$ cat config.mk
export PLATFORM = sky130hd
export DESIGN_NAME = rfft_front
export DESIGN_NICKNAME = d
export VERILOG_FILES = /design/src/hw/rtl/rfft_pkg.sv /design/src/hw/rtl/rfft_front.sv
export SDC_FILE = /design/constraint.sdc
export NUM_CORES = 1
export LEC_CHECK = 0
export BUFFER_PORTS_ARGS = -buffer_cell sky130_fd_sc_hd__buf_2
export CAP_MARGIN = 20
export CORE_UTILIZATION = 55
export DETAILED_ROUTE_END_ITERATION = 6
export HOLD_SLACK_MARGIN = 0.06
export PLACE_DENSITY_LB_ADDON = 0.3
export RECOVER_POWER = 25
export SLEW_MARGIN = 5
export SYNTH_ARGS = -nofsm -noshare
export SYNTH_HDL_FRONTEND = slang
export SYNTH_SLANG_ARGS = --single-unit
$ cat constraint.sdc
create_clock -name clock -period 4.8 [get_ports clock]
set_clock_uncertainty 0.15 [all_clocks]
set_input_delay 0.96 -clock clock [delete_from_list [all_inputs] [get_ports clock]]
set_output_delay 0.96 -clock clock [all_outputs]
set_load 0.01 [all_outputs]
$ cat src/hw/rtl/rfft_pkg.sv
`timescale 1ns / 1ps
`default_nettype none
package rfft_pkg;

   localparam int MAX_LOG2     = 10;
   localparam int SAMPLE_BITS  = 16;
   localparam int TWIDDLE_BITS = 16;
   localparam int WORD_BITS    = 27;
   localparam int AW           = MAX_LOG2;
   localparam int TW_AW        = MAX_LOG2 - 1;
   localparam int TW_DEPTH     = 1 << TW_AW;
   localparam int PROD_BITS    = WORD_BITS + TWIDDLE_BITS + 1;
   localparam int SUM_BITS     = PROD_BITS + 1;
   localparam int L_BITS       = $clog2(MAX_LOG2 + 1);
   localparam logic [63:0] PI_Q    = 64'h3243F6A8885A308D;
   localparam logic [63:0] ONE_Q60 = 64'h1000000000000000;

   typedef enum logic [1:0] {
      OP_LOAD = 2'd0,
      OP_RUN  = 2'd1,
      OP_READ = 2'd2
   } op_type;

   typedef struct packed {
      op_type                         op;
      logic [AW-1:0]                  addr;
      logic [AW-1:0]                  index;
      logic signed [SAMPLE_BITS-1:0]  re;
      logic signed [SAMPLE_BITS-1:0]  im;
   } cmd_type;

   typedef struct packed {
      logic mul_en;
      logic sum_en;
   } bfly_ctl_type;

   typedef enum logic [3:0] {
      ST_IDLE,
      ST_RD_WAIT,
      ST_BF_READ,
      ST_BF_MUL,
      ST_BF_SUM,
      ST_BF_WR_A,
      ST_BF_WR_B,
      ST_SC_READ,
      ST_SC_WR
   } back_state_type;

   function automatic logic signed [WORD_BITS-1:0] sat_word(input logic signed [SUM_BITS-1:0] v);
      logic signed [SUM_BITS-1:0] hi;
      logic signed [SUM_BITS-1:0] lo;
      hi = SUM_BITS'((64'sd1 <<< (WORD_BITS - 1)) - 64'sd1);
      lo = -hi - SUM_BITS'(1);
      if (v > hi) begin
         return hi[WORD_BITS-1:0];
      end else if (v < lo) begin
         return lo[WORD_BITS-1:0];
      end
      return v[WORD_BITS-1:0];
   endfunction

   // Builds the twiddle table from a fixed-point Taylor series at elaboration.
   function automatic logic [TW_DEPTH*TWIDDLE_BITS-1:0] build_tw(input logic is_sin);
      logic [TW_DEPTH*TWIDDLE_BITS-1:0] tab;
      logic [127:0] p;
      logic [63:0]  f, x, x2, term, pos, neg, mag, r, lim;
      logic         minus;
      tab = '0;
      for (int k = 0; k < TW_DEPTH; k++) begin
         f = MAX_LOG2 > 1 ? (64'(k) << (65 - MAX_LOG2)) : 64'd0;
         p = {64'd0, PI_Q} * {64'd0, f};
         x = p[127:64];
         p = {64'd0, x} * {64'd0, x};
         x2 = p[123:60];
         if (!is_sin) begin
            term = ONE_Q60;
            pos = ONE_Q60;
            neg = 64'd0;
            for (int n = 1; n <= 40; n++) begin
               p = {64'd0, term} * {64'd0, x2};
               term = p[123:60] / 64'((2 * n - 1) * (2 * n));
               if (n % 2 == 1) neg = neg + term; else pos = pos + term;
            end
         end else begin
            term = x;
            neg = x;
            pos = 64'd0;
            for (int n = 1; n <= 40; n++) begin
               p = {64'd0, term} * {64'd0, x2};
               term = p[123:60] / 64'((2 * n) * (2 * n + 1));
               if (n % 2 == 1) pos = pos + term; else neg = neg + term;
            end
         end
         minus = neg > pos;
         mag = minus ? neg - pos : pos - neg;
         lim = 64'd1 << (TWIDDLE_BITS - 1);
         r = (mag + (64'd1 << (60 - TWIDDLE_BITS))) >> (61 - TWIDDLE_BITS);
         if (minus) begin
            r = (r > lim) ? (64'd0 - lim) : (64'd0 - r);
         end else begin
            r = (r > lim - 64'd1) ? (lim - 64'd1) : r;
         end
         tab[k*TWIDDLE_BITS +: TWIDDLE_BITS] = r[TWIDDLE_BITS-1:0];
      end
      return tab;
   endfunction

   localparam logic [TW_DEPTH*TWIDDLE_BITS-1:0] TW_COS = build_tw(1'b0);
   localparam logic [TW_DEPTH*TWIDDLE_BITS-1:0] TW_SIN = build_tw(1'b1);

endpackage
`default_nettype wire

$ cat src/hw/rtl/rfft_front.sv
`timescale 1ns / 1ps
`default_nettype none
module rfft_front (
   input  wire logic                                  clock,
   input  wire logic                                  reset,
   input  wire logic                                  req_valid,
   output logic                                       req_stall,
   input  wire logic [1:0]                            req_func,
   input  wire logic [rfft_pkg::AW-1:0]               req_sample_index,
   input  wire logic signed [rfft_pkg::SAMPLE_BITS-1:0] req_sample_re,
   input  wire logic signed [rfft_pkg::SAMPLE_BITS-1:0] req_sample_im,
   input  wire logic [rfft_pkg::L_BITS-1:0]           eff_l,
   output logic                                       cmd_valid,
   output rfft_pkg::cmd_type                          cmd,
   input  wire logic                                  cmd_pop
);
   import rfft_pkg::*;

   cmd_type       q_ff [2];
   logic          wp_ff, wp_in, rp_ff, rp_in;
   logic [1:0]    cnt_ff, cnt_in;
   logic          push;
   logic [AW-1:0] mask, idx, rev;
   cmd_type       item;

   always_comb begin
      mask = AW'((11'd1 << eff_l) - 11'd1);
      idx = req_sample_index & mask;
      for (int b = 0; b < AW; b++) begin
         rev[b] = idx[AW-1-b];
      end
      rev = rev >> (AW - eff_l);
      item.index = idx;
      item.re = req_sample_re;
      item.im = req_sample_im;
      item.addr = idx;
      item.op = OP_READ;
      case (req_func)
         OP_LOAD: begin
            item.op = OP_LOAD;
            item.addr = rev;
         end
         OP_RUN:  item.op = OP_RUN;
         default: item.op = OP_READ;
      endcase
   end

   assign req_stall = (cnt_ff == 2'd2);
   assign push = req_valid && !req_stall && (req_func inside {OP_LOAD, OP_RUN, OP_READ});
   assign cmd_valid = (cnt_ff != 2'd0);
   assign cmd = q_ff[rp_ff];

   always_comb begin
      wp_in = push ? !wp_ff : wp_ff;
      rp_in = cmd_pop ? !rp_ff : rp_ff;
      cnt_in = cnt_ff + 2'(push) - 2'(cmd_pop);
   end

   always_ff @(posedge clock) begin
      if (reset) begin
         wp_ff <= 1'b0;
         rp_ff <= 1'b0;
         cnt_ff <= 2'd0;
      end else begin
         wp_ff <= wp_in;
         rp_ff <= rp_in;
         cnt_ff <= cnt_in;
      end
      if (push) begin
         q_ff[wp_ff] <= item;
      end
   end

endmodule
`default_nettype wire

Word level (Yosys, flattened, before mapping)
Memories as Yosys holds them, arrays and structs flattened. A register that Yosys moved wholly into a read port is not among the register bits. Cells that the tools add are included.

Register bits after elaboration: 4. Latch bits: 0. Memory bits (writable): 108. Memory bits (read-only): 0. Output and inout bits: 56. Logic and storage cells: 28. Memories kept: 1.

Add/sub/neg operators: 4. Multipliers: 0. Divide/modulo/power cells: 0. Order comparisons: 0. Eq/ne operators: 3. Shift-type cells: 2. Mux-type cells: 6. Bitwise gates (word level): 1. Reductions and logical operators: 8.

Memories: q_ff (depth 2, width 54, rd ports 1, clocked after memory_dff 1, wr ports 1, line rfft_front.sv:19) `cmd_type q_ff [2];`.

Operators by type and width (count): >> shifter 10 x 32 -> 10 bit (1); AND 10 bit (1); two-way mux 10 bit (1); << shifter 1 x 4 -> 10 bit, first input constant (1); subtractor 10 x 1 -> 10 bit, second input constant (1); subtractor 4 x 4 -> 5 bit, first input constant (1); equality test 2 bit, second input constant (2); two-way mux 1 bit (4); one-hot mux 2 bit (2 select lines) (1); logical NOT 1 bit (3); nonzero test 3 bit (1); adder 2 x 1 -> 2 bit (1); equality test 2 x 1 -> 1 bit, second input constant (1); logical AND 1 bit (2); logical NOT 2 bit (1); nonzero test 2 bit (1); subtractor 2 x 1 -> 2 bit (1).

Longest topological paths before layout
Word-level depth: 6. Mapped depth: 12. Mapped depth without buffers: 10.

Worst setup path after synthesis
Ideal clock, no wire load.

Kind: input port to flip-flop. Start: in req_func[1]. End: mem q_ff[0][0] (netlist name) (enable). Setup time: 466 ps. Arrival time: 3481 ps. Data required time: 4184 ps. Slack: 703 ps. Stages on the path: 3. Buffers on the path: 0. Path through: a21oi_1 -> nand2_1 -> nor2_1.

Word-level cells in the longest chain between the ends: 5. Elaborated cells between the ends (all ways): 7.

Ends and longest elaborated chain: from (decl) (line rfft_front.sv:8) `input wire logic [1:0] req_func,`; equality test 2 x 1 -> 1 bit, or another cell as far along (line rfft_front.sv:49) `assign push = req_valid && !req_stall && (req_func inside {OP_LOAD, OP_RUN, OP_READ});`; nonzero test 3 bit (*) (line rfft_front.sv:49); logical AND 1 bit (*) (line rfft_front.sv:49); two-way mux 1 bit (*) (line rfft_front.sv:69) `if (push) begin`; two-way mux 1 bit (implied by the code) (*) (line rfft_front.sv:70) `q_ff[wp_ff] <= item;`; to (decl) (line rfft_front.sv:19).

Mark *: on every way between the ends. The rest lies on a longest branch, timed or not.

==> flow_summary.ini <==
[run_status]
status = finished, violations left
failed_checks = DRC

[drt]
drt-total-wl_um = 10230
number_of_vias_in_the_routed_layout = 3351
drtIter0Drc = 219
avgRoutedWirePerCell_um = 17.45
detail_route.drc_violations = 7
ant_nets = 0
first_pass_iters = 7
via_per_inst = 5.718

[die]
floorplan.io_pins = 108
floorplan.die.width_um = 98.48
fp.coreArea_sq_um = 8848
initial_utilization = 0.5786
rows = 34
fp.dieH_um = 98.48
design.die.area_sq_um = 9698

[place]
dp_hpwl_um = 6908
gp_congestion = 0.9163
port_buffers = 107

[cts]
cts_tree = done
cts_buffers = 17
post-cts-setup-buffers = 0
number_of_clock_sinks = 113
cts-root-to-sink-buffers = 2
post_cts_resize_count = 0
clock_latency_ns = 0.50
cts.root.buffer_cell = sky130_fd_sc_hd__clkbuf_8
holdBufCountCts = 0
clk_pin_slew_ns = 0.06
cts_htree_levels = 4

[worst_hold_path]
min-delay-path-class = flip-flop to flip-flop

[global_route]
number_of_global_route_vias_before_repair = 3330
largest_net_degree_at_the_start_of_global_routing = 51
grt_first_pass_wirelength_um = 16190
antenna_found_initial = 0
grt.total_usage = 0.2225
grt_remaining_overflow = 0

[logic_synthesis]
seq_area_frac_synth = 0.6530
synth.ff_latch_count = 113
yosysTopAreaCell = sky130_fd_sc_hd__edfxtp_1
ys_async_sr_fraction = 0
post_synth_net_total = 414
synth.top_cell.area_share = 0.6334
yosys_warnings = 0
synthesis.area_sq_um = 5120
yosysUniqueCellTypes = 55
synth_area_leaders = sky130_fd_sc_hd__edfxtp_1, sky130_fd_sc_hd__mux2_2, sky130_fd_sc_hd__dfxtp_1
synth-edff-count = 108
post_synth.cell_area_avg_sq_um = 14.46
ys_dominant_reg_cell = sky130_fd_sc_hd__edfxtp_1
synthesis.instances = 354

[timing]
setup_viol = 0
timing.setup.tns_ns = 0
final_min_period_over_clock_period = 0.7823
timing_worst_slew_pin_value_ns = 0.7221
layout_min_cycle_time_ns = 3.755
hold_ws_ns = 0.3661
timing_hold_violations_final = 0
max-slew-margin-rel = 0.5186
setup_repair_after_global_routing_missed_its_margin = false
clock.fmax_mhz = 266.3
report.final.slew_viol_count = 0

[critical_path]
critPathRequiredTime_ns = 4.99
cp-end-kind = flip-flop
worst_setup_path_start_kind = input pin
crit_path_top_delay_cell = sky130_fd_sc_hd__or3b_1
worstPathMaxFanout = 20
worstSetupPathType = input pin to flip-flop
timing.critical_path.arrival_ns = 3.94
buffer_and_inverter_count_on_the_worst_path = 2
worst_path_dominant_cell_family = compound AO/OA/AOI/OAI gates
crit_chain = buf_2 > clkinv_1 > ha_1 > or3b_1 > ha_1 > or3b_1 > a21oi_2 > o21a_1 > a21oi_1 > a221o_1 > a21oi_1
slowest_delay_ns = 0.44

[power_and_ir_drop]
power_leakage_nw = 2.371
power_per_cell_area_nw_per_um2 = 456.7
total_power_w = 0.002871
irDropWorstVdd_mv = 0.2899

[layout]
finish.net_count = 525
drive_gt1_frac = 0.3933
area.growth.synth_to_final_pct = 22.78
diodes = 0

[job]
drv_cap = 0
worst reg2reg max path: stages, from the launching register on:
cell	delay, ns
sky130_fd_sc_hd__dfxtp_1	0.33
sky130_fd_sc_hd__nor2b_1	0.15
sky130_fd_sc_hd__a21oi_1	0.11
sky130_fd_sc_hd__nand2_1	0.20
sky130_fd_sc_hd__nor2_4	0.23
sky130_fd_sc_hd__buf_4	0.58
cells in the mapped netlist, types with 3 or more instances:
cell type	number
sky130_fd_sc_hd__o21ai_0	7
sky130_fd_sc_hd__xor2_1	3
sky130_fd_sc_hd__nor3_1	6
sky130_fd_sc_hd__dfxtp_1	5
sky130_fd_sc_hd__xnor2_1	5
sky130_fd_sc_hd__o211ai_1	4
sky130_fd_sc_hd__a21oi_1	15
sky130_fd_sc_hd__buf_2	4
sky130_fd_sc_hd__ha_1	8
sky130_fd_sc_hd__nor3b_1	3
sky130_fd_sc_hd__o21ai_1	3
sky130_fd_sc_hd__a31oi_1	5
sky130_fd_sc_hd__mux2i_1	3
sky130_fd_sc_hd__o21a_1	4
sky130_fd_sc_hd__edfxtp_1	108
sky130_fd_sc_hd__inv_1	14
sky130_fd_sc_hd__nor2_1	18
sky130_fd_sc_hd__nand2_1	16
sky130_fd_sc_hd__and2_1	5
sky130_fd_sc_hd__mux2_2	55
sky130_fd_sc_hd__o22ai_1	3
sky130_fd_sc_hd__nor2b_1	4
sky130_fd_sc_hd__clkbuf_1	11
report_power, final:
group          internal (W)  switching, W
Clock              0.000750      0.000422
Sequential          0.00121     0.0000350
Combinational      0.000190      0.000261
cell families (layout without fill, tap and decap cells):
| logic type | after synthesis | after routing | share of synthesized area |
|---|---|---|---|
| AO/OA/AOI/OAI | 66 | 66 | 0.08993 |
| XOR/XNOR | 8 | 8 | 0.01369 |
| adder cells (fa/ha/maj) | 8 | 8 | 0.01955 |
| buffers and inverters | 33 | 157 | 0.02884 |
| flip-flops | 113 | 113 | 0.6530 |
| multiplexers | 58 | 58 | 0.1268 |
| AND/OR/NAND/NOR | 68 | 68 | 0.06818 |
worst paths after layout:
path                              from                    end  slack, ns  cells after the start
setup / recovery              eff_l[0]  q_ff[0][44]$_DFFE_PP_       1.05                     11
hold / removal      rp_ff$_SDFFE_PP0P_              flip-flop       0.37                      2
setup reg to reg  cnt_ff[1]$_SDFF_PP0_   q_ff[1][7]$_DFFE_PP_       2.66                      5
hold reg to reg     rp_ff$_SDFFE_PP0P_              flip-flop       0.37                      2
layer usage:
metal	GRT usage	wire, um	vias to the layer above	part of all wire
li1	-	-	1583	-
met1	0.2694	4205	1598	0.41
met2	0.3689	5104	150	0.50
met3	0.06950	706	20	0.069
met4	0.09874	210	0	0.021
met5	0	0	-	0
registers in the layout, summed over array words and instances (netlist names), named ones only:
name	flops
q_ff	108
cnt_ff	2
rp_ff	1
wp_ff	1
cells in the final DEF, fill, tap and decap left out, types with 3 or more instances in the layout:
master                         n
sky130_fd_sc_hd__edfxtp_1    108
sky130_fd_sc_hd__buf_2        91
sky130_fd_sc_hd__mux2_2       55
sky130_fd_sc_hd__nor2_1       16
sky130_fd_sc_hd__nand2_1      16
sky130_fd_sc_hd__clkbuf_16    16
sky130_fd_sc_hd__clkbuf_1     16
sky130_fd_sc_hd__a21oi_1      15
sky130_fd_sc_hd__inv_1        14
sky130_fd_sc_hd__ha_1          8
sky130_fd_sc_hd__o21ai_0       7
sky130_fd_sc_hd__nor3_1        6
sky130_fd_sc_hd__xnor2_1       5
sky130_fd_sc_hd__and2_1        5
sky130_fd_sc_hd__a31oi_1       5
sky130_fd_sc_hd__nor2b_1       4
sky130_fd_sc_hd__o21a_1        4
sky130_fd_sc_hd__o211ai_1      4
sky130_fd_sc_hd__clkinv_2      4
sky130_fd_sc_hd__clkinvlp_4    4
sky130_fd_sc_hd__dfxtp_1       4
sky130_fd_sc_hd__o21ai_1       3
sky130_fd_sc_hd__xor2_1        3
sky130_fd_sc_hd__nor3b_1       3
sky130_fd_sc_hd__mux2i_1       3
sky130_fd_sc_hd__o22ai_1       3
sky130_fd_sc_hd__buf_4         3
cell type report:
class	count	area, sq um
clock buffers	19	431.7
clock inverters	13	136.4
fillers	641	2562
inverters	15	56.30
multi-input cells	208	1644
flip-flops and latches	113	3344
well taps	108	135.1
repair buffers	110	538.0
per-stage QoR:
step	cell area (sq um)	setup slack (ns)	cells	util
floorplan	5120	0.7031	354	-
global placement	5738	0.7081	554	0.6485
detailed placement	5738	0.5870	554	0.6485
CTS	6306	1.106	586	0.7127
global route	6286	0.8777	586	0.7104
finish	6286	1.045	586	0.7104
Note: power is estimated with default switching activity, not from simulation.
